File: src/sv/heightfield_grid_triangulator_unit_macros.svh
// Assertion helpers shared by the RTL files.
`ifndef HEIGHTFIELD_GRID_TRIANGULATOR_UNIT_MACROS_SVH
`define HEIGHTFIELD_GRID_TRIANGULATOR_UNIT_MACROS_SVH

// Consequent must hold in the same cycle as the antecedent.
`define HGT_ASSERT_NOW(label, ante, cons, msg) \
    label: assert property (@(posedge clk) disable iff (!rst_n) (ante) |-> (cons)) \
        else $error(msg);

// Consequent must hold in the cycle after the antecedent.
`define HGT_ASSERT_NEXT(label, ante, cons, msg) \
    label: assert property (@(posedge clk) disable iff (!rst_n) (ante) |=> (cons)) \
        else $error(msg);

`endif

File: src/sv/hgt_pkg.sv
`default_nettype none
package hgt_pkg;

    localparam int unsigned MAX_COLUMNS_DEF          = 4096;
    localparam int unsigned NORMAL_FRACTION_BITS_DEF = 14;
    localparam int unsigned QUEUE_DEPTH              = 4;

    localparam int CFG_INDEX_W = 3;
    localparam int CFG_DATA_W  = 48;
    localparam int COORD_W     = 48;
    localparam int Z_W         = 32;
    localparam int DIFF_W      = 33;
    localparam int SPACING_W   = 32;
    localparam int NORMAL_W    = 16;
    localparam int COLS_CFG_W  = 13;
    localparam int NODATA_W    = 16;

    localparam logic [CFG_INDEX_W-1:0] REG_COLUMNS    = 3'd0;
    localparam logic [CFG_INDEX_W-1:0] REG_ROW_ORIGIN = 3'd1;
    localparam logic [CFG_INDEX_W-1:0] REG_COL_ORIGIN = 3'd2;
    localparam logic [CFG_INDEX_W-1:0] REG_SPACING    = 3'd3;
    localparam logic [CFG_INDEX_W-1:0] REG_NODATA     = 3'd4;

    localparam logic [COLS_CFG_W-1:0] COLUMNS_RESET = 13'd2;
    localparam logic [SPACING_W-1:0]  SPACING_RESET = 32'd65536;
    localparam logic [NODATA_W-1:0]   NODATA_RESET  = 16'hD8F1;

    // One triangle handed from the front to the back.
    typedef struct packed {
        logic [COORD_W-1:0]       rlo;
        logic [COORD_W-1:0]       rhi;
        logic [COORD_W-1:0]       clo;
        logic [COORD_W-1:0]       chi;
        logic                     kind;
        logic [Z_W-1:0]           z1;
        logic [Z_W-1:0]           z2;
        logic [Z_W-1:0]           z3;
        logic signed [DIFF_W-1:0] v0;
        logic signed [DIFF_W-1:0] v1;
        logic [SPACING_W-1:0]     s;
        logic                     last;
    } job_t;

    // Integer part truncated toward zero, compared with the marker.
    function automatic logic is_nodata(input logic [Z_W-1:0] z,
                                       input logic [NODATA_W-1:0] marker);
        logic [16:0] ip;
        ip = {z[31], z[31:16]} + ((z[31] && (|z[15:0])) ? 17'd1 : 17'd0);
        return ip == {marker[15], marker};
    endfunction

endpackage
`default_nettype wire

File: src/sv/hgt_queue.sv
`default_nettype none
module hgt_queue (
    input  logic         clk,
    input  logic         rst_n,
    input  logic         push,
    input  hgt_pkg::job_t din,
    output logic         full,
    input  logic         pop,
    output hgt_pkg::job_t dout,
    output logic         empty
);
    import hgt_pkg::*;

    localparam int AW = $clog2(QUEUE_DEPTH);

    job_t          slot_reg [QUEUE_DEPTH];
    logic [AW-1:0] wr_ptr_reg;
    logic [AW-1:0] rd_ptr_reg;
    logic [AW:0]   count_reg;

    assign full  = count_reg == (AW+1)'(QUEUE_DEPTH);
    assign empty = count_reg == '0;
    assign dout  = slot_reg[rd_ptr_reg];

    always_ff @(posedge clk)
    begin
        if (push)
        begin
            slot_reg[wr_ptr_reg] <= din;
        end
    end

    always_ff @(posedge clk or negedge rst_n)
    begin
        if (!rst_n)
        begin
            wr_ptr_reg <= '0;
            rd_ptr_reg <= '0;
            count_reg  <= '0;
        end
        else
        begin
            if (push)
            begin
                wr_ptr_reg <= wr_ptr_reg + 1'b1;
            end
            if (pop)
            begin
                rd_ptr_reg <= rd_ptr_reg + 1'b1;
            end
            if (push && !pop)
            begin
                count_reg <= count_reg + 1'b1;
            end
            else if (pop && !push)
            begin
                count_reg <= count_reg - 1'b1;
            end
        end
    end
endmodule
`default_nettype wire

File: config.mk
export PLATFORM = sky130hd
export DESIGN_NAME = hgt_queue
export DESIGN_NICKNAME = d
export VERILOG_FILES = /design/src/sv/heightfield_grid_triangulator_unit_macros.svh /design/src/sv/hgt_pkg.sv /design/src/sv/hgt_queue.sv
export SDC_FILE = /design/constraint.sdc
export NUM_CORES = 1
export LEC_CHECK = 0
export BUFFER_PORTS_ARGS = -buffer_cell sky130_fd_sc_hd__buf_2
export CELL_PAD_IN_SITES_DETAIL_PLACEMENT = 1
export CELL_PAD_IN_SITES_GLOBAL_PLACEMENT = 2
export CORE_ASPECT_RATIO = 0.5
export CORE_MARGIN = 3
export CORE_UTILIZATION = 35
export CTS_CLUSTER_DIAMETER = 200
export DETAILED_ROUTE_END_ITERATION = 7
export MAX_ROUTING_LAYER = met4
export PLACE_DENSITY_LB_ADDON = 0.1
export SETUP_SLACK_MARGIN = 0.2
export SYNTH_ARGS = -nofsm -noshare
export SYNTH_HDL_FRONTEND = slang
export SYNTH_SLANG_ARGS = --single-unit
File: constraint.sdc
create_clock -name clk -period 13.7 [get_ports clk]
set_input_delay 2.055 -clock clk [delete_from_list [all_inputs] [get_ports clk]]
set_output_delay 2.055 -clock clk [all_outputs]
set_load 0.05 [all_outputs]
==> results.txt, run 1 <==
Status: finished, final reports clean
Die span in y: 289 µm
CP Launch Type: flip-flop
RSZ-0062 raised after global routing: no
First-pass detailed-route iteration total: 4
Synth warn: 0
Final net count: 3345
Antenna violations before repair: 78
IO Count: 782
Die Width: 573 µm
Synthesized Nets: 2459
Filler cell count: 14700
Crit. End Element: output port
First-pass GRT wire length: 199 mm
Final Non-Filler Cells: 5213
Hold Violations, Final: 0
Fmax: 159 MHz
Average cell area after synthesis: 27.3 µm²
Leakage: 22.5 nW
DR iter-0 viols: 1510
Worst-path fanout max: 42
Gp weighted congestion: 0.734
Slew Limit Fails: 0
IR drop worst, VDD: 0.173 mV
Initial Util: 0.355
Die area: 166000 µm²
Biggest area consumer among synthesized cells: edfxtp_1
Final Skew: 30.6 ps
Worst Setup Path Type: flip-flop to output port
Num CTS Buffers: 155
Via count: 25000
Measured slew at the worst slew-check pin: 1140 ps
Num rows: 103
Top cells by area, synth: edfxtp_1 (83%), mux4_2 (16%), buf_2 (0.50%)
Resized Gates After CTS: 0
Final setup margin: 7420 ps
Met1 Routed Length: 51.1 mm
Worst hold path type: flip-flop to flip-flop
CTS tree: yes
Main synth FF type: edfxtp_1
Clk_lat worst skew: 760 ps
Largest register FFs: 1552
Post-CTS Repair Setup Buffers: 0
DRC violations left: 0
Synth cell types: 19
Register area share after synthesis: 0.832
Layout cells sized above 1: 0.464
Floorplan Core Area: 159000 µm²
Maximum number of pins on one net before global-route repair: 131
Vias in the first global route: 27300
Pwr/cell area: 255 nW/µm²
Max-Cap Viols: 0
CTS max path bufs: 4
Met3 wire len: 5.08 mm
Final setup viols: 0
EDFF count, synth: 1552
Max H-tree Level: 4
Relative slew slack: 0.239
Final Total Pwr: 17.2 mW
DR WL/cell: 27.0 µm
Mapped cell area: 56200 µm²
Max layer used: met4
Hold Buf Count CTS: 0
Clock Tree Root: clkbuf_16
TNS Setup: 0 ps
Asr flop ratio synth: 0.00449
Clk sinks: 1559
Port bufs: 781
WP data arrival: 4220 ps
Total grt overflow: 0
Clk pin slew, worst setup/hold paths: 60 ps
Pre-CTS setup slack: 7980 ps
Register bit total from synthesis: 1559
DR vias/cell: 4.80
DP HPWL: 88.0 mm
Final period utilization: 0.458
P&R area growth vs syn: 19.9%
Drt total wl: 141 mm
Top-area cell type share of the netlist area: 0.829
Required time of the critical path: 11640 ps
Met2 wire len: 80.9 mm
Mapped Cells: 2061
Fin crit period: 6280 ps
Post-route antenna net violation count: 0
Total GRT Usage: 0.171
Placed insts: 4942
critical path: stages (launching register included):
cell and delay [ps]:
dfrtp_4 860, buf_4 750, buf_4 840, mux4_2 660, buf_2 240
area by class of cell:
cell class	count	area (µm²)	area share
flip-flops and latches	1559	46800	0.694
multi-input cells	411	8950	0.133
repair buffers	816	4250	0.0630
clock buffers	187	4040	0.0599
well taps	2152	2690	0.0399
clock inverters	77	686	0.0102
diodes	7	17.5	0.000260
inverters	4	15.0	0.000223
cell families (layout without fill, tap and decap cells):
kind of cell | after synthesis | count (layout) | share of synthesized area
AO/OA/AOI/OAI | 1 | 1 | 0.0000889
XOR/XNOR | 6 | 6 | 0.000934
adder cells (fa/ha/maj) | 6 | 6 | 0.00147
buffers and inverters | 91 | 1084 | 0.00939
flip-flops | 1559 | 1559 | 0.832
multiplexers | 389 | 389 | 0.156
other | 0 | 7 | 0
AND/OR/NAND/NOR | 9 | 9 | 0.000867
layer usage:
metal / track usage / vias to the layer above
li1: - / 10800
met1: 0.184 / 13400
met2: 0.327 / 546
met3: 0.0322 / 319
met4: 0.0399 / 0
met5: - / -
synthesized netlist by cell type, drive strengths merged, types with 2 or more instances:
| cell | n |
|---|---|
| and2 | 4 |
| buf | 75 |
| clkbuf | 12 |
| dfrtp | 7 |
| edfxtp | 1552 |
| ha | 5 |
| inv | 4 |
| mux4 | 388 |
| nand2 | 2 |
| xnor2 | 2 |
| xor2 | 4 |
cell usage in the layout, fill, tap and decap left out:
| master | synthesis | routed |
|---|---|---|
| xor2_1 | 4 | 4 |
| and2_4 | 0 | 4 |
| clkbuf_1 | 12 | 30 |
| nand2_1 | 2 | 2 |
| fa_1 | 1 | 1 |
| edfxtp_1 | 1552 | 1552 |
| inv_1 | 4 | 4 |
| buf_4 | 7 | 29 |
| mux4_2 | 388 | 388 |
| buf_12 | 0 | 6 |
| diode_2 | 0 | 7 |
| dfrtp_4 | 0 | 2 |
| dfrtp_1 | 7 | 5 |
| clkinv_8 | 0 | 4 |
| ha_1 | 5 | 5 |
| nor3_1 | 1 | 1 |
| clkbuf_16 | 0 | 157 |
| buf_2 | 56 | 781 |
| nor2_1 | 1 | 1 |
| xnor2_1 | 2 | 2 |
| nor3b_1 | 1 | 1 |
| clkinv_1 | 0 | 29 |
| clkinv_2 | 0 | 28 |
| bufinv_16 | 0 | 11 |
| inv_6 | 0 | 3 |
| clkinvlp_4 | 0 | 2 |
| mux2_2 | 1 | 1 |
| o21ai_0 | 1 | 1 |
power by group:
part | total (mW) | leakage, nW | internal, mW | switching, mW
registers | 6.46 | 14.3 | 6.24 | 0.227
logic | 6.64 | 5.86 | 1.80 | 4.84
clock network | 4.07 | 2.32 | 2.31 | 1.76
path summary, 6_finish.rpt:
check | startpoint | endpoint | cells after the start | slack, ps
setup reg to reg | wr_ptr_reg[0] | slot_reg[0][246] | 5 | 10110
max in group asynchronous | rst_n | rd_ptr_reg[1] | 1 | 12400
setup / recovery | rd_ptr_reg[0] | dout[151] | 4 | 7420
hold / removal | count_reg[2] | count_reg[2] | 1 | 500
hold reg to reg | count_reg[2] | count_reg[2] | 1 | 500
min in group asynchronous | rst_n | wr_ptr_reg[0] | 1 | 1120
stage by stage:
step	hold WS, ps	instance area [µm²]	utilization
after detailed placement	480	62700	0.395
final	497	67400	0.425
after CTS	492	67400	0.425
after floorplan	456	56200	-
after global placement	488	62700	0.395
after global routing	520	67400	0.425
Power figures use the tool's default switching activity.
==> inputs of run 2 (changes only) <==
clock period = 5.61 ns   (was 13.7 ns; I/O delays follow)
==> run 2 against run 1 <==
Routed wire length decreased by 0.49%; final cell count increased by 0.44%; critical endpoint is now dout[192]; critical path type unchanged; flip-flop and latch count unchanged; global-route usage decreased by 0.13 points; core utilization increased by 0.25 points.
==> results.txt, run 2 (synthesized netlist as in run 1, its figures left out) <==
Status: finished, final reports clean
Most frequent cells in the layout: edfxtp_1 (1552), buf_2 (781), mux4_2 (388)
Relative slew slack: 0.391 (+0.152)
Post-route antenna net violation count: 0 (unchanged)
Fin crit period: 3970 ps
Worst-path fanout max: 87 (+110%)
Clk sinks: 1559 (unchanged)
Maximum number of pins on one net before global-route repair: 113 (-14%)
Gp weighted congestion: 0.728 (-0.76%)
Clk pin slew, worst setup/hold paths: 70 ps (about the same)
Resized Gates After CTS: 0 (unchanged)
Hold_sp: din[57]
Clock Tree Root: clkbuf_16
Slew Limit Fails: 0 (unchanged)
Antenna violations before repair: 85 (+9.0%)
Leakage: 22.6 nW (+0.50%)
Critical Path Source: rd_ptr_reg[1]
Worst hold path type: input pin to flip-flop
Final setup viols: 0 (unchanged)
WP data arrival: 3130 ps (-1090 ps)
Measured slew at the worst slew-check pin: 914 ps (-227 ps)
Die span in y: 289 µm (unchanged)
Fmax: 252 MHz
Via count: 25200 (+0.90%)
Die area: 166000 µm² (unchanged)
CP Launch Type: flip-flop
CTS tree: yes
DR iter-0 viols: 1505 (-0.33%)
Largest register FFs: 1552 (unchanged)
DP HPWL: 87.1 mm (-1.0%)
Layout cells sized above 1: 0.463 (-0.000758)
CP bufs+invs: 2 (-1)
Crit-path cells: buf_12 -> mux4_2 -> buf_2
CTS max path bufs: 4 (unchanged)
Hold Violations, Final: 0 (unchanged)
Final Skew: 26.7 ps (-3.88 ps)
Total GRT Usage: 0.170 (-0.00130)
Top delay family on crit path: flip-flops
Slowest CP cell: dfrtp_4
Port bufs: 781 (unchanged)
Max-Cap Viols: 0 (unchanged)
Die Width: 573 µm (unchanged)
First-pass GRT wire length: 198 mm (-0.50%)
DRC violations left: 0 (unchanged)
Vias in the first global route: 27700 (+1.3%)
DR vias/cell: 4.82 (+0.46%)
Worst Setup Path Type: flip-flop to output port
Required time of the critical path: 4770 ps (-6870 ps)
Floorplan Core Area: 159000 µm² (unchanged)
DR WL/cell: 26.8 µm (-0.93%)
Hold WS: 285 ps (-212 ps)
Max H-tree Level: 4 (unchanged)
P&R area growth vs syn: 20.6%
Final net count: 3349 (+0.12%)
Num rows: 103 (unchanged)
IO Count: 782 (unchanged)
Delay of the slowest cell on the worst path: 980 ps (+120 ps)
RSZ-0062 raised after global routing: no
Drt total wl: 140 mm (-0.49%)
Pwr/cell area: 622 nW/µm² (+140%)
Clk_lat worst skew: 750 ps (about the same)
Initial Util: 0.355 (unchanged)
Crit. End Element: output port
Hold Buf Count CTS: 1 (+1)
Num CTS Buffers: 156 (+0.65%)
IR drop worst, VDD: 0.382 mV (+120%)
Total grt overflow: 0 (unchanged)
Final period utilization: 0.707
Commonest non-fill, non-tap cell in the layout: edfxtp_1
Post-CTS Repair Setup Buffers: 0 (unchanged)
Worst R2R Start: wr_ptr_reg[1]
First-pass detailed-route iteration total: 5 (+1)
Filler cell count: 14600 (-0.44%)
TNS Setup: 0 ps (unchanged)
## run 2: cell count changes in the layout (fill, tap and decap cells not counted)
cell | before | now
buf_12 | 6 | 25
buf_4 | 29 | 12
bufinv_16 | 11 | 13
clkbuf_1 | 30 | 33
clkbuf_16 | 157 | 160
clkinv_1 | 29 | 30
clkinv_2 | 28 | 22
clkinv_8 | 4 | 1
clkinvlp_4 | 2 | 4
diode_2 | 7 | 25
dlygate4sd3_1 | 0 | 1
## run 2: worst paths after layout
path | to | slack (ps) | depth (start not counted)
setup / recovery | dout[192] | 1640 | 3
hold / removal | slot_reg[2][57] | 280 | 1
setup reg to reg | slot_reg[1][350] | 3140 | 4
hold reg to reg | count_reg[2] | 490 | 1
max in group asynchronous | rd_ptr_reg[1] | 4860 | 2
min in group asynchronous | count_reg[1] | 550 | 2
## run 2: report_power, final
part / leakage, nW / internal, mW / switching, mW / total, mW
logic: 5.95 / 4.50 / 11.8 / 16.3
registers: 14.3 / 15.2 / 0.560 / 15.8
clock network: 2.35 / 5.81 / 4.28 / 10.1
## run 2: layout make-up
cell class	count	area, µm²	share of cell area
antenna	25	62.6	0.000922
clock buffer	193	4130	0.0609
clock inverter	73	686	0.0101
inverter	4	15.0	0.000221
multi-input combinational	411	8950	0.132
sequential	1559	46800	0.690
tap	2152	2690	0.0397
timing repair buffer	819	4510	0.0665
## run 2: per-layer routing
metal,track usage,share of wire,vias up
met1,0.182,0.36,13500
met4,0.0577,0.038,0
li1,-,-,10800
met5,-,0,-
met3,0.0309,0.037,349
met2,0.318,0.57,572
## run 2: stage by stage
| step | setup WS [ps] | utilization | power [mW] | cells | area [µm²] |
|---|---|---|---|---|---|
| floorplan | 1630 | - | 28.3 | 2061 | 56300 |
| global placement | 2330 | 0.397 | 32.8 | 4944 | 62900 |
| detailed placement | 2310 | 0.397 | 32.9 | 4944 | 62900 |
| CTS | 1470 | 0.427 | 43.2 | 5211 | 67800 |
| global route | 1380 | 0.428 | 44.0 | 5233 | 67800 |
| finish | 1640 | 0.428 | 42.2 | 5236 | 67800 |
