## config.mk

```make
export PLATFORM = sky130hd
export DESIGN_NAME = hgt_back_flat
export DESIGN_NICKNAME = d
export VERILOG_FILES = /design/src/sv/hgt_pkg.sv /design/src/sv/hgt_if.sv /design/src/sv/hgt_back.sv /design/src/flat_wrapper.sv
export VERILOG_INCLUDE_DIRS = /design/src /design/src/sv
export SDC_FILE = /design/constraint.sdc
export NUM_CORES = 2
export LEC_CHECK = 0
export ABC_CLOCK_PERIOD_IN_PS = 46700
export BUFFER_PORTS_ARGS = -buffer_cell sky130_fd_sc_hd__buf_2
export CAP_MARGIN = 20
export CORE_ASPECT_RATIO = 0.6
export CORE_MARGIN = 3
export CORE_UTILIZATION = 59
export DETAILED_ROUTE_END_ITERATION = 8
export PLACE_DENSITY = 0.87
export SLEW_MARGIN = 20
export SYNTH_ARGS = -nofsm -noshare
export SYNTH_HDL_FRONTEND = slang
export SYNTH_SLANG_ARGS = --single-unit
```

## constraint.sdc

```tcl
create_clock -name clk -period 46.7 [get_ports clk]
set_input_delay 2.335 -clock clk [delete_from_list [all_inputs] [get_ports clk]]
set_output_delay 2.335 -clock clk [all_outputs]
set_load 0.005 [all_outputs]
```

## src/sv/heightfield_grid_triangulator_unit_macros.svh

```systemverilog
// Assertion helpers shared by the RTL files.
`ifndef HEIGHTFIELD_GRID_TRIANGULATOR_UNIT_MACROS_SVH
`define HEIGHTFIELD_GRID_TRIANGULATOR_UNIT_MACROS_SVH

// Consequent must hold in the same cycle as the antecedent.
`define HGT_ASSERT_NOW(label, ante, cons, msg) \
    label: assert property (@(posedge clk) disable iff (!rst_n) (ante) |-> (cons)) \
        else $error(msg);

// Consequent must hold in the cycle after the antecedent.
`define HGT_ASSERT_NEXT(label, ante, cons, msg) \
    label: assert property (@(posedge clk) disable iff (!rst_n) (ante) |=> (cons)) \
        else $error(msg);

`endif

```

## src/sv/hgt_pkg.sv

```systemverilog
`default_nettype none
package hgt_pkg;

    localparam int unsigned MAX_COLUMNS_DEF          = 4096;
    localparam int unsigned NORMAL_FRACTION_BITS_DEF = 14;
    localparam int unsigned QUEUE_DEPTH              = 4;

    localparam int CFG_INDEX_W = 3;
    localparam int CFG_DATA_W  = 48;
    localparam int COORD_W     = 48;
    localparam int Z_W         = 32;
    localparam int DIFF_W      = 33;
    localparam int SPACING_W   = 32;
    localparam int NORMAL_W    = 16;
    localparam int COLS_CFG_W  = 13;
    localparam int NODATA_W    = 16;

    localparam logic [CFG_INDEX_W-1:0] REG_COLUMNS    = 3'd0;
    localparam logic [CFG_INDEX_W-1:0] REG_ROW_ORIGIN = 3'd1;
    localparam logic [CFG_INDEX_W-1:0] REG_COL_ORIGIN = 3'd2;
    localparam logic [CFG_INDEX_W-1:0] REG_SPACING    = 3'd3;
    localparam logic [CFG_INDEX_W-1:0] REG_NODATA     = 3'd4;

    localparam logic [COLS_CFG_W-1:0] COLUMNS_RESET = 13'd2;
    localparam logic [SPACING_W-1:0]  SPACING_RESET = 32'd65536;
    localparam logic [NODATA_W-1:0]   NODATA_RESET  = 16'hD8F1;

    // One triangle handed from the front to the back.
    typedef struct packed {
        logic [COORD_W-1:0]       rlo;
        logic [COORD_W-1:0]       rhi;
        logic [COORD_W-1:0]       clo;
        logic [COORD_W-1:0]       chi;
        logic                     kind;
        logic [Z_W-1:0]           z1;
        logic [Z_W-1:0]           z2;
        logic [Z_W-1:0]           z3;
        logic signed [DIFF_W-1:0] v0;
        logic signed [DIFF_W-1:0] v1;
        logic [SPACING_W-1:0]     s;
        logic                     last;
    } job_t;

    // Integer part truncated toward zero, compared with the marker.
    function automatic logic is_nodata(input logic [Z_W-1:0] z,
                                       input logic [NODATA_W-1:0] marker);
        logic [16:0] ip;
        ip = {z[31], z[31:16]} + ((z[31] && (|z[15:0])) ? 17'd1 : 17'd0);
        return ip == {marker[15], marker};
    endfunction

endpackage
`default_nettype wire

```

## src/sv/hgt_if.sv

```systemverilog
`default_nettype none


interface hgt_tri_if;
    logic               valid;
    logic               ready;
    logic signed [47:0] row_coord_low;
    logic signed [47:0] row_coord_high;
    logic signed [47:0] col_coord_low;
    logic signed [47:0] col_coord_high;
    logic               triangle_kind;
    logic signed [31:0] z_first;
    logic signed [31:0] z_second;
    logic signed [31:0] z_third;
    logic signed [15:0] normal_x;
    logic signed [15:0] normal_y;
    logic signed [15:0] normal_z;
    logic               last_of_run;

    modport source (output valid, output row_coord_low, output row_coord_high,
                    output col_coord_low, output col_coord_high, output triangle_kind,
                    output z_first, output z_second, output z_third, output normal_x,
                    output normal_y, output normal_z, output last_of_run, input ready);
    modport sink (input valid, input row_coord_low, input row_coord_high,
                  input col_coord_low, input col_coord_high, input triangle_kind,
                  input z_first, input z_second, input z_third, input normal_x,
                  input normal_y, input normal_z, input last_of_run, output ready);
endinterface
`default_nettype wire

```

## src/sv/hgt_back.sv

```systemverilog
`default_nettype none
`include "heightfield_grid_triangulator_unit_macros.svh"
module hgt_back #(
    parameter int unsigned NORMAL_FRACTION_BITS = hgt_pkg::NORMAL_FRACTION_BITS_DEF
) (
    input  logic          clk,
    input  logic          rst_n,
    input  hgt_pkg::job_t job,
    input  logic          job_empty,
    output logic          job_pop,
    hgt_tri_if.source     triangle
);
    import hgt_pkg::*;

    localparam int F    = NORMAL_FRACTION_BITS;
    localparam int QW   = F + 2;
    localparam int CMPW = F + 35;
    localparam int QCW  = $clog2(QW);
    localparam int SW   = 62;

    localparam logic [2:0] B_IDLE  = 3'd0;
    localparam logic [2:0] B_MAG   = 3'd1;
    localparam logic [2:0] B_SQ    = 3'd2;
    localparam logic [2:0] B_SQRT  = 3'd3;
    localparam logic [2:0] B_DLOAD = 3'd4;
    localparam logic [2:0] B_DIV   = 3'd5;
    localparam logic [2:0] B_OUT   = 3'd6;

    logic [2:0]          state_reg;
    job_t                job_reg;
    logic [29:0]         w_reg [3];
    logic [2:0]          neg_reg;
    logic [1:0]          idx_reg;
    logic [SW-1:0]       sum_reg;
    logic [SW-1:0]       rad_reg;
    logic [SW-1:0]       root_reg;
    logic [SW-1:0]       bit_reg;
    logic [31:0]         len_reg;
    logic [CMPW-1:0]     rem_reg;
    logic [QW-1:0]       q_reg;
    logic [QCW-1:0]      qi_reg;
    logic [NORMAL_W-1:0] nrm_reg [3];
    logic                out_valid_reg;
    job_t                out_job_reg;
    logic [NORMAL_W-1:0] out_nrm_reg [3];

    logic [DIFF_W-1:0] mag [3];
    logic [DIFF_W-1:0] mag_max;
    logic [1:0]        k;
    logic [59:0]       prod;
    logic [SW-1:0]     trial;
    logic [CMPW-1:0]   den_sh;
    logic [QW-1:0]     q_full;
    logic [31:0]       q_signed;
    logic              load_out;

    always_comb
    begin
        mag[0] = job_reg.v0[DIFF_W-1] ? DIFF_W'(-job_reg.v0) : DIFF_W'(job_reg.v0);
        mag[1] = job_reg.v1[DIFF_W-1] ? DIFF_W'(-job_reg.v1) : DIFF_W'(job_reg.v1);
        mag[2] = DIFF_W'(job_reg.s);
        mag_max = (mag[0] > mag[1]) ? mag[0] : mag[1];
        if (mag[2] > mag_max)
        begin
            mag_max = mag[2];
        end
        // Smallest right shift that brings the largest magnitude under 2^30.
        priority if (mag_max[32])
        begin
            k = 2'd3;
        end
        else if (mag_max[31])
        begin
            k = 2'd2;
        end
        else if (mag_max[30])
        begin
            k = 2'd1;
        end
        else
        begin
            k = 2'd0;
        end
    end

    assign prod   = 60'(w_reg[idx_reg]) * 60'(w_reg[idx_reg]);
    assign trial  = root_reg + bit_reg;
    assign den_sh = CMPW'({len_reg, 1'b0}) << qi_reg;

    // Final quotient bit is folded in here so the stored normal sees the whole quotient.
    assign q_full = {q_reg[QW-1:1], rem_reg >= den_sh};

    always_comb
    begin
        q_signed = (len_reg == '0) ? 32'd0 : 32'(q_full);
        if (neg_reg[idx_reg])
        begin
            q_signed = -q_signed;
        end
    end

    assign job_pop  = (state_reg == B_IDLE) && !job_empty;
    assign load_out = (state_reg == B_OUT) && (!out_valid_reg || triangle.ready);

    always_ff @(posedge clk or negedge rst_n)
    begin
        if (!rst_n)
        begin
            state_reg     <= B_IDLE;
            out_valid_reg <= 1'b0;
            idx_reg       <= '0;
            qi_reg        <= '0;
        end
        else
        begin
            if (load_out)
            begin
                out_valid_reg <= 1'b1;
            end
            else if (triangle.ready)
            begin
                out_valid_reg <= 1'b0;
            end
            unique case (state_reg)
                B_IDLE:
                begin
                    if (!job_empty)
                    begin
                        state_reg <= B_MAG;
                    end
                end
                B_MAG:
                begin
                    idx_reg   <= '0;
                    state_reg <= B_SQ;
                end
                B_SQ:
                begin
                    if (idx_reg == 2'd2)
                    begin
                        state_reg <= B_SQRT;
                    end
                    else
                    begin
                        idx_reg <= idx_reg + 1'b1;
                    end
                end
                B_SQRT:
                begin
                    if (bit_reg[0])
                    begin
                        idx_reg   <= '0;
                        state_reg <= B_DLOAD;
                    end
                end
                B_DLOAD:
                begin
                    qi_reg    <= QCW'(QW - 1);
                    state_reg <= B_DIV;
                end
                B_DIV:
                begin
                    if (qi_reg == '0)
                    begin
                        if (idx_reg == 2'd2)
                        begin
                            state_reg <= B_OUT;
                        end
                        else
                        begin
                            idx_reg   <= idx_reg + 1'b1;
                            state_reg <= B_DLOAD;
                        end
                    end
                    else
                    begin
                        qi_reg <= qi_reg - 1'b1;
                    end
                end
                B_OUT:
                begin
                    if (load_out)
                    begin
                        state_reg <= B_IDLE;
                    end
                end
                default:
                begin
                    state_reg <= B_IDLE;
                end
            endcase
        end
    end

    always_ff @(posedge clk)
    begin
        unique case (state_reg)
            B_IDLE:
            begin
                job_reg <= job;
            end
            B_MAG:
            begin
                for (int i = 0; i < 3; i++)
                begin
                    w_reg[i] <= 30'(mag[i] >> k);
                end
                neg_reg <= {1'b0, job_reg.v1[DIFF_W-1], job_reg.v0[DIFF_W-1]};
                sum_reg <= '0;
            end
            B_SQ:
            begin
                sum_reg  <= sum_reg + SW'(prod);
                rad_reg  <= sum_reg + SW'(prod);
                root_reg <= '0;
                bit_reg  <= SW'(1) << 60;
            end
            B_SQRT:
            begin
                if (rad_reg >= trial)
                begin
                    rad_reg  <= rad_reg - trial;
                    root_reg <= (root_reg >> 1) + bit_reg;
                    len_reg  <= 32'((root_reg >> 1) + bit_reg);
                end
                else
                begin
                    root_reg <= root_reg >> 1;
                    len_reg  <= 32'(root_reg >> 1);
                end
                bit_reg <= bit_reg >> 2;
            end
            B_DLOAD:
            begin
                rem_reg <= (CMPW'(w_reg[idx_reg]) << (F + 1)) + CMPW'(len_reg);
                q_reg   <= '0;
            end
            B_DIV:
            begin
                if (rem_reg >= den_sh)
                begin
                    rem_reg        <= rem_reg - den_sh;
                    q_reg[qi_reg]  <= 1'b1;
                end
                if (qi_reg == '0)
                begin
                    nrm_reg[idx_reg] <= q_signed[NORMAL_W-1:0];
                end
            end
            default:
            begin
                if (load_out)
                begin
                    out_job_reg <= job_reg;
                    for (int i = 0; i < 3; i++)
                    begin
                        out_nrm_reg[i] <= nrm_reg[i];
                    end
                end
            end
        endcase
    end

    assign triangle.valid          = out_valid_reg;
    assign triangle.row_coord_low  = out_job_reg.rlo;
    assign triangle.row_coord_high = out_job_reg.rhi;
    assign triangle.col_coord_low  = out_job_reg.clo;
    assign triangle.col_coord_high = out_job_reg.chi;
    assign triangle.triangle_kind  = out_job_reg.kind;
    assign triangle.z_first        = out_job_reg.z1;
    assign triangle.z_second       = out_job_reg.z2;
    assign triangle.z_third        = out_job_reg.z3;
    assign triangle.normal_x       = out_nrm_reg[0];
    assign triangle.normal_y       = out_nrm_reg[1];
    assign triangle.normal_z       = out_nrm_reg[2];
    assign triangle.last_of_run    = out_job_reg.last;

    `HGT_ASSERT_NOW(a_sqrt_onehot, state_reg == B_SQRT, $onehot(bit_reg), "square root step bit lost")
    `HGT_ASSERT_NOW(a_pop_idle, job_pop, state_reg == B_IDLE, "queue read while busy")
    `HGT_ASSERT_NEXT(a_sqrt_done, (state_reg == B_SQRT) && bit_reg[0], state_reg == B_DLOAD, "square root did not hand over to divide")
endmodule
`default_nettype wire

```

## src/flat_wrapper.sv

```systemverilog
// flat-port wrapper written by rule: the top's interface ports become plain ports
module hgt_back_flat import hgt_pkg::*;
#(
    parameter int unsigned NORMAL_FRACTION_BITS = hgt_pkg::NORMAL_FRACTION_BITS_DEF
)
  (clk, rst_n, job, job_empty, job_pop, triangle_valid, triangle_row_coord_low, triangle_row_coord_high, triangle_col_coord_low, triangle_col_coord_high, triangle_triangle_kind, triangle_z_first, triangle_z_second, triangle_z_third, triangle_normal_x, triangle_normal_y, triangle_normal_z, triangle_last_of_run, triangle_ready);
  hgt_tri_if triangle_i ();
  input  logic clk;
  input  logic rst_n;
  input  hgt_pkg::job_t job;
  input  logic job_empty;
  output logic job_pop;
  output wire logic [$bits(triangle_i.valid)-1:0] triangle_valid;
  output wire logic [$bits(triangle_i.row_coord_low)-1:0] triangle_row_coord_low;
  output wire logic [$bits(triangle_i.row_coord_high)-1:0] triangle_row_coord_high;
  output wire logic [$bits(triangle_i.col_coord_low)-1:0] triangle_col_coord_low;
  output wire logic [$bits(triangle_i.col_coord_high)-1:0] triangle_col_coord_high;
  output wire logic [$bits(triangle_i.triangle_kind)-1:0] triangle_triangle_kind;
  output wire logic [$bits(triangle_i.z_first)-1:0] triangle_z_first;
  output wire logic [$bits(triangle_i.z_second)-1:0] triangle_z_second;
  output wire logic [$bits(triangle_i.z_third)-1:0] triangle_z_third;
  output wire logic [$bits(triangle_i.normal_x)-1:0] triangle_normal_x;
  output wire logic [$bits(triangle_i.normal_y)-1:0] triangle_normal_y;
  output wire logic [$bits(triangle_i.normal_z)-1:0] triangle_normal_z;
  output wire logic [$bits(triangle_i.last_of_run)-1:0] triangle_last_of_run;
  input wire logic [$bits(triangle_i.ready)-1:0] triangle_ready;
  assign triangle_valid = triangle_i.valid;
  assign triangle_row_coord_low = triangle_i.row_coord_low;
  assign triangle_row_coord_high = triangle_i.row_coord_high;
  assign triangle_col_coord_low = triangle_i.col_coord_low;
  assign triangle_col_coord_high = triangle_i.col_coord_high;
  assign triangle_triangle_kind = triangle_i.triangle_kind;
  assign triangle_z_first = triangle_i.z_first;
  assign triangle_z_second = triangle_i.z_second;
  assign triangle_z_third = triangle_i.z_third;
  assign triangle_normal_x = triangle_i.normal_x;
  assign triangle_normal_y = triangle_i.normal_y;
  assign triangle_normal_z = triangle_i.normal_z;
  assign triangle_last_of_run = triangle_i.last_of_run;
  assign triangle_i.ready = triangle_ready;
  hgt_back #(.NORMAL_FRACTION_BITS(NORMAL_FRACTION_BITS)) u_core (.clk(clk), .rst_n(rst_n), .job(job), .job_empty(job_empty), .job_pop(job_pop), .triangle(triangle_i));
endmodule
```

==> results.toml <==
[finish]
register_area_mm2 = 0.0357
area.growth.synth_to_final_pct = 11.4
multiInputGateArea_mm2 = 0.0437
largest_reg_flops = 388
mostFrequentLayoutCells = "edfxtp_1, inv_1, fa_1"
utilization = 0.668
drive_above_1_share = 0.139
nNetsFinal = 9788
final_common_cell = "edfxtp_1"
fillers = 10400

[placed_design]
port_buffers = 731
hpwl_um = 221000
gp_congestion = 1.06

[sta]
fin_hold_ws_ns = 0.409
worstMarginPinSlew_ns = 1.21
setup_violations = 0
period_share = 0.244
finalClockSkew_ns = 0.0591
rsz0062_at_grt = "no"
setup_tns_ns = 0
relSlewSlack = 0.193
fmax_mhz = 87.6
slew_violations = 0
finalHoldViolations = 0
fin_crit_ns = 11.41

[setup_path]
r2r_end = "u_core.rad_reg[60]$_DFFE_PP_"
r2r_slack_ns = 35.29
path_common_cell = "fa_1"
required_ns = 47.13
cpPeakStageDelay_ns = 1.00
crit_slowest_cell = "o41ai_1"
end_kind = "flip-flop"
r2r_start = "u_core.idx_reg[0]$_DFFE_PN0P_"
cp_data_arrival_time_ns = 11.84
worst-path-max-fanout = 19
start_kind = "flip-flop"
worstSetupPathType = "flip-flop to flip-flop"
r2r_cells = 30

[hold_path]
hold_class = "flip-flop to flip-flop"
min_path_cells = 0
min_to = "u_core.triangle.col_coord_high[46]$_DFFE_PP_"
worstHoldStart = "u_core.job_reg[242]$_DFFE_PN_"

[cts]
cts_sinks = 1189
cts_repair_resize_count = 0
htreeDepth = 3
tritoncts = "yes"
cts_hold_buf = 0
numCtsBuffers = 104
clkSlewWorstSetupHoldPaths_ns = 0.07
clk_latency_ns = 0.75
post_cts_buffers = 0
clock_path_buffers = 3
cts_root_buffer = "clkbuf_16"

[floorplan]
die_h_um = 299
start_util = 0.600
ioPinCount = 732
core.rowCount = 106
die_area_mm2 = 0.148
die_w_um = 494
core_area_mm2 = 0.141

[route]
drtIter0Drc = 9640
wire_per_inst_um = 27.9
detail-route-antenna-nets = 1
vias = 63000
dr.pass1.iters = 9
drc = 16
viasPerCell = 6.22
wl_um = 283000

[global_routing]
grt_max_degree = 81
grt_pass1_wl_um = 410000
grt_pass1_vias = 61200
antenna_found_initial = 36
grt_util_all_layers = 0.380
grt_overflow = 0

[logic_synthesis]
syn_area_per_cell_um2 = 11.3
synth_ff_type = "edfxtp_1"
netlist_instances = 7457
synth-seq-cells = 1189
synth.distinct_cells = 96
yosysSeqAreaShare = 0.423
synth_async_sr_flop_share = 0.00841
netlist_area_mm2 = 0.0843
synth_edf_count = 1179
ys_warn_count = 0
synth_fp_nets = 9117

[run_status]
status = "finished with violations"
violations = "antenna violations, design-rule violations"

[run]
maxCapViolations = 0

[power_and_ir_drop]
ir_drop_uv = 36.6
leakagePower_nw = 41.3
power.density_mw_per_mm2 = 22.8
[critical path, delay by kind of cell, from the launching register on]
family                   cells  cell delay, ns
XOR/XNOR                     1            0.27
AND/OR/NAND/NOR              3            0.66
AO/OA/AOI/OAI                8            3.51
adder cells (fa/ha/maj)      9            4.05
multiplexers                 2            0.33
buffers and inverters        7            1.62
flip-flops                   1            0.66
[logic make-up (layout without fill, tap and decap cells)]
logic type,Yosys count,count (layout),share of synthesized area
and+or+nand+nor,1775,1775,0.0950
buffers and inverters,1332,2088,0.0600
AOI/OAI and AO/OA,1321,1321,0.101
adders and majority gates,1269,1269,0.255
DFF,1189,1189,0.423
xor gates and xnor gates,371,371,0.0386
muxes,200,200,0.0269
other,0,24,0
[report_power, final]
part	leakage [nW]	internal, mW	switching (mW)
Clock	1.79	0.532	0.428
Sequential	11.0	1.16	0.00000000000000000164
Combinational	28.5	0.0114	0.00775
Total	41.3	1.70	0.436
[layout make-up]
class	instances	area share
inverter	1069	0.0427
antenna	24	0.000639
sequential	1189	0.380
tap	1890	0.0252
clock inverter	74	0.0114
multi-input combinational	4936	0.466
clock buffer	117	0.0282
timing repair buffer	828	0.0467
[synthesized netlist by cell type (16+ instances only)]
| cell type | number | share of area |
|---|---|---|
| clkbuf_1 | 199 | 0.0089 |
| a21oi_1 | 310 | 0.018 |
| ha_1 | 513 | 0.076 |
| mux2i_1 | 142 | 0.017 |
| a211oi_1 | 28 | 0.0025 |
| and3_1 | 70 | 0.0052 |
| edfxtp_1 | 1179 | 0.42 |
| o31ai_1 | 39 | 0.0035 |
| fa_1 | 755 | 0.18 |
| xnor2_1 | 196 | 0.020 |
| nand4_1 | 54 | 0.0040 |
| mux4_2 | 17 | 0.0045 |
| o211ai_1 | 20 | 0.0018 |
| a31oi_1 | 89 | 0.0066 |
| nand2b_1 | 35 | 0.0026 |
| nor4_1 | 29 | 0.0022 |
| nor3_1 | 63 | 0.0037 |
| o21bai_1 | 47 | 0.0042 |
| o21ai_0 | 319 | 0.019 |
| o41ai_1 | 16 | 0.0017 |
| or2_2 | 23 | 0.0017 |
| buf_2 | 18 | 0.0011 |
| nand2_1 | 675 | 0.030 |
| and2_1 | 98 | 0.0073 |
| a21o_1 | 162 | 0.014 |
| inv_1 | 1055 | 0.047 |
| nand3_1 | 59 | 0.0035 |
| nor2b_1 | 38 | 0.0028 |
| a31o_2 | 17 | 0.0018 |
| a221oi_1 | 18 | 0.0019 |
| o21a_1 | 56 | 0.0050 |
| buf_1 | 38 | 0.0017 |
| a22oi_1 | 20 | 0.0018 |
| mux2_2 | 39 | 0.0052 |
| nor2_1 | 550 | 0.024 |
| a32oi_1 | 41 | 0.0043 |
| xor2_1 | 174 | 0.018 |
| or3_1 | 28 | 0.0021 |
[through the flow]
| stage | power (mW) | setup WS (ns) | cell area (um^2) | std cells |
|---|---|---|---|---|
| detailed placement | 1.20 | 35.64 | 90200 | 9912 |
| global route | 2.18 | 34.96 | 93900 | 10100 |
| global placement | 1.20 | 35.28 | 90200 | 9912 |
| CTS | 2.14 | 35.61 | 93900 | 10100 |
| finish | 2.14 | 35.29 | 94000 | 10100 |
| floorplan | 1.18 | 18.09 | 84300 | 7457 |
[how the worst max path moves through the flow]
stage	slack (ns)	end	cells past startpoint	startpoint
global placement	35.28	u_core.rad_reg[56]$_DFFE_PP_	30	u_core.idx_reg[0]$_DFFE_PN0P_
detailed placement	35.64	u_core.rad_reg[60]$_DFFE_PP_	30	u_core.idx_reg[0]$_DFFE_PN0P_
global route	34.96	u_core.rad_reg[60]$_DFFE_PP_	30	u_core.idx_reg[0]$_DFFE_PN0P_
floorplan	18.09	u_core.job_reg[0]$_DFFE_PN_	3	u_core.state_reg[0]$_DFFE_PN0P_
CTS	35.61	u_core.rad_reg[60]$_DFFE_PP_	30	u_core.idx_reg[0]$_DFFE_PN0P_
finish	35.29	u_core.rad_reg[60]$_DFFE_PP_	30	u_core.idx_reg[0]$_DFFE_PN0P_
[layer usage]
layer  part of all wire  routed length, um  GRT usage
met1               0.40             114000      0.560
met2               0.41             115000      0.520
met3               0.15              43600      0.143
met4              0.036              10200      0.115
met5            0.00053                150    0.00357
Power figures use the tool's default switching activity.
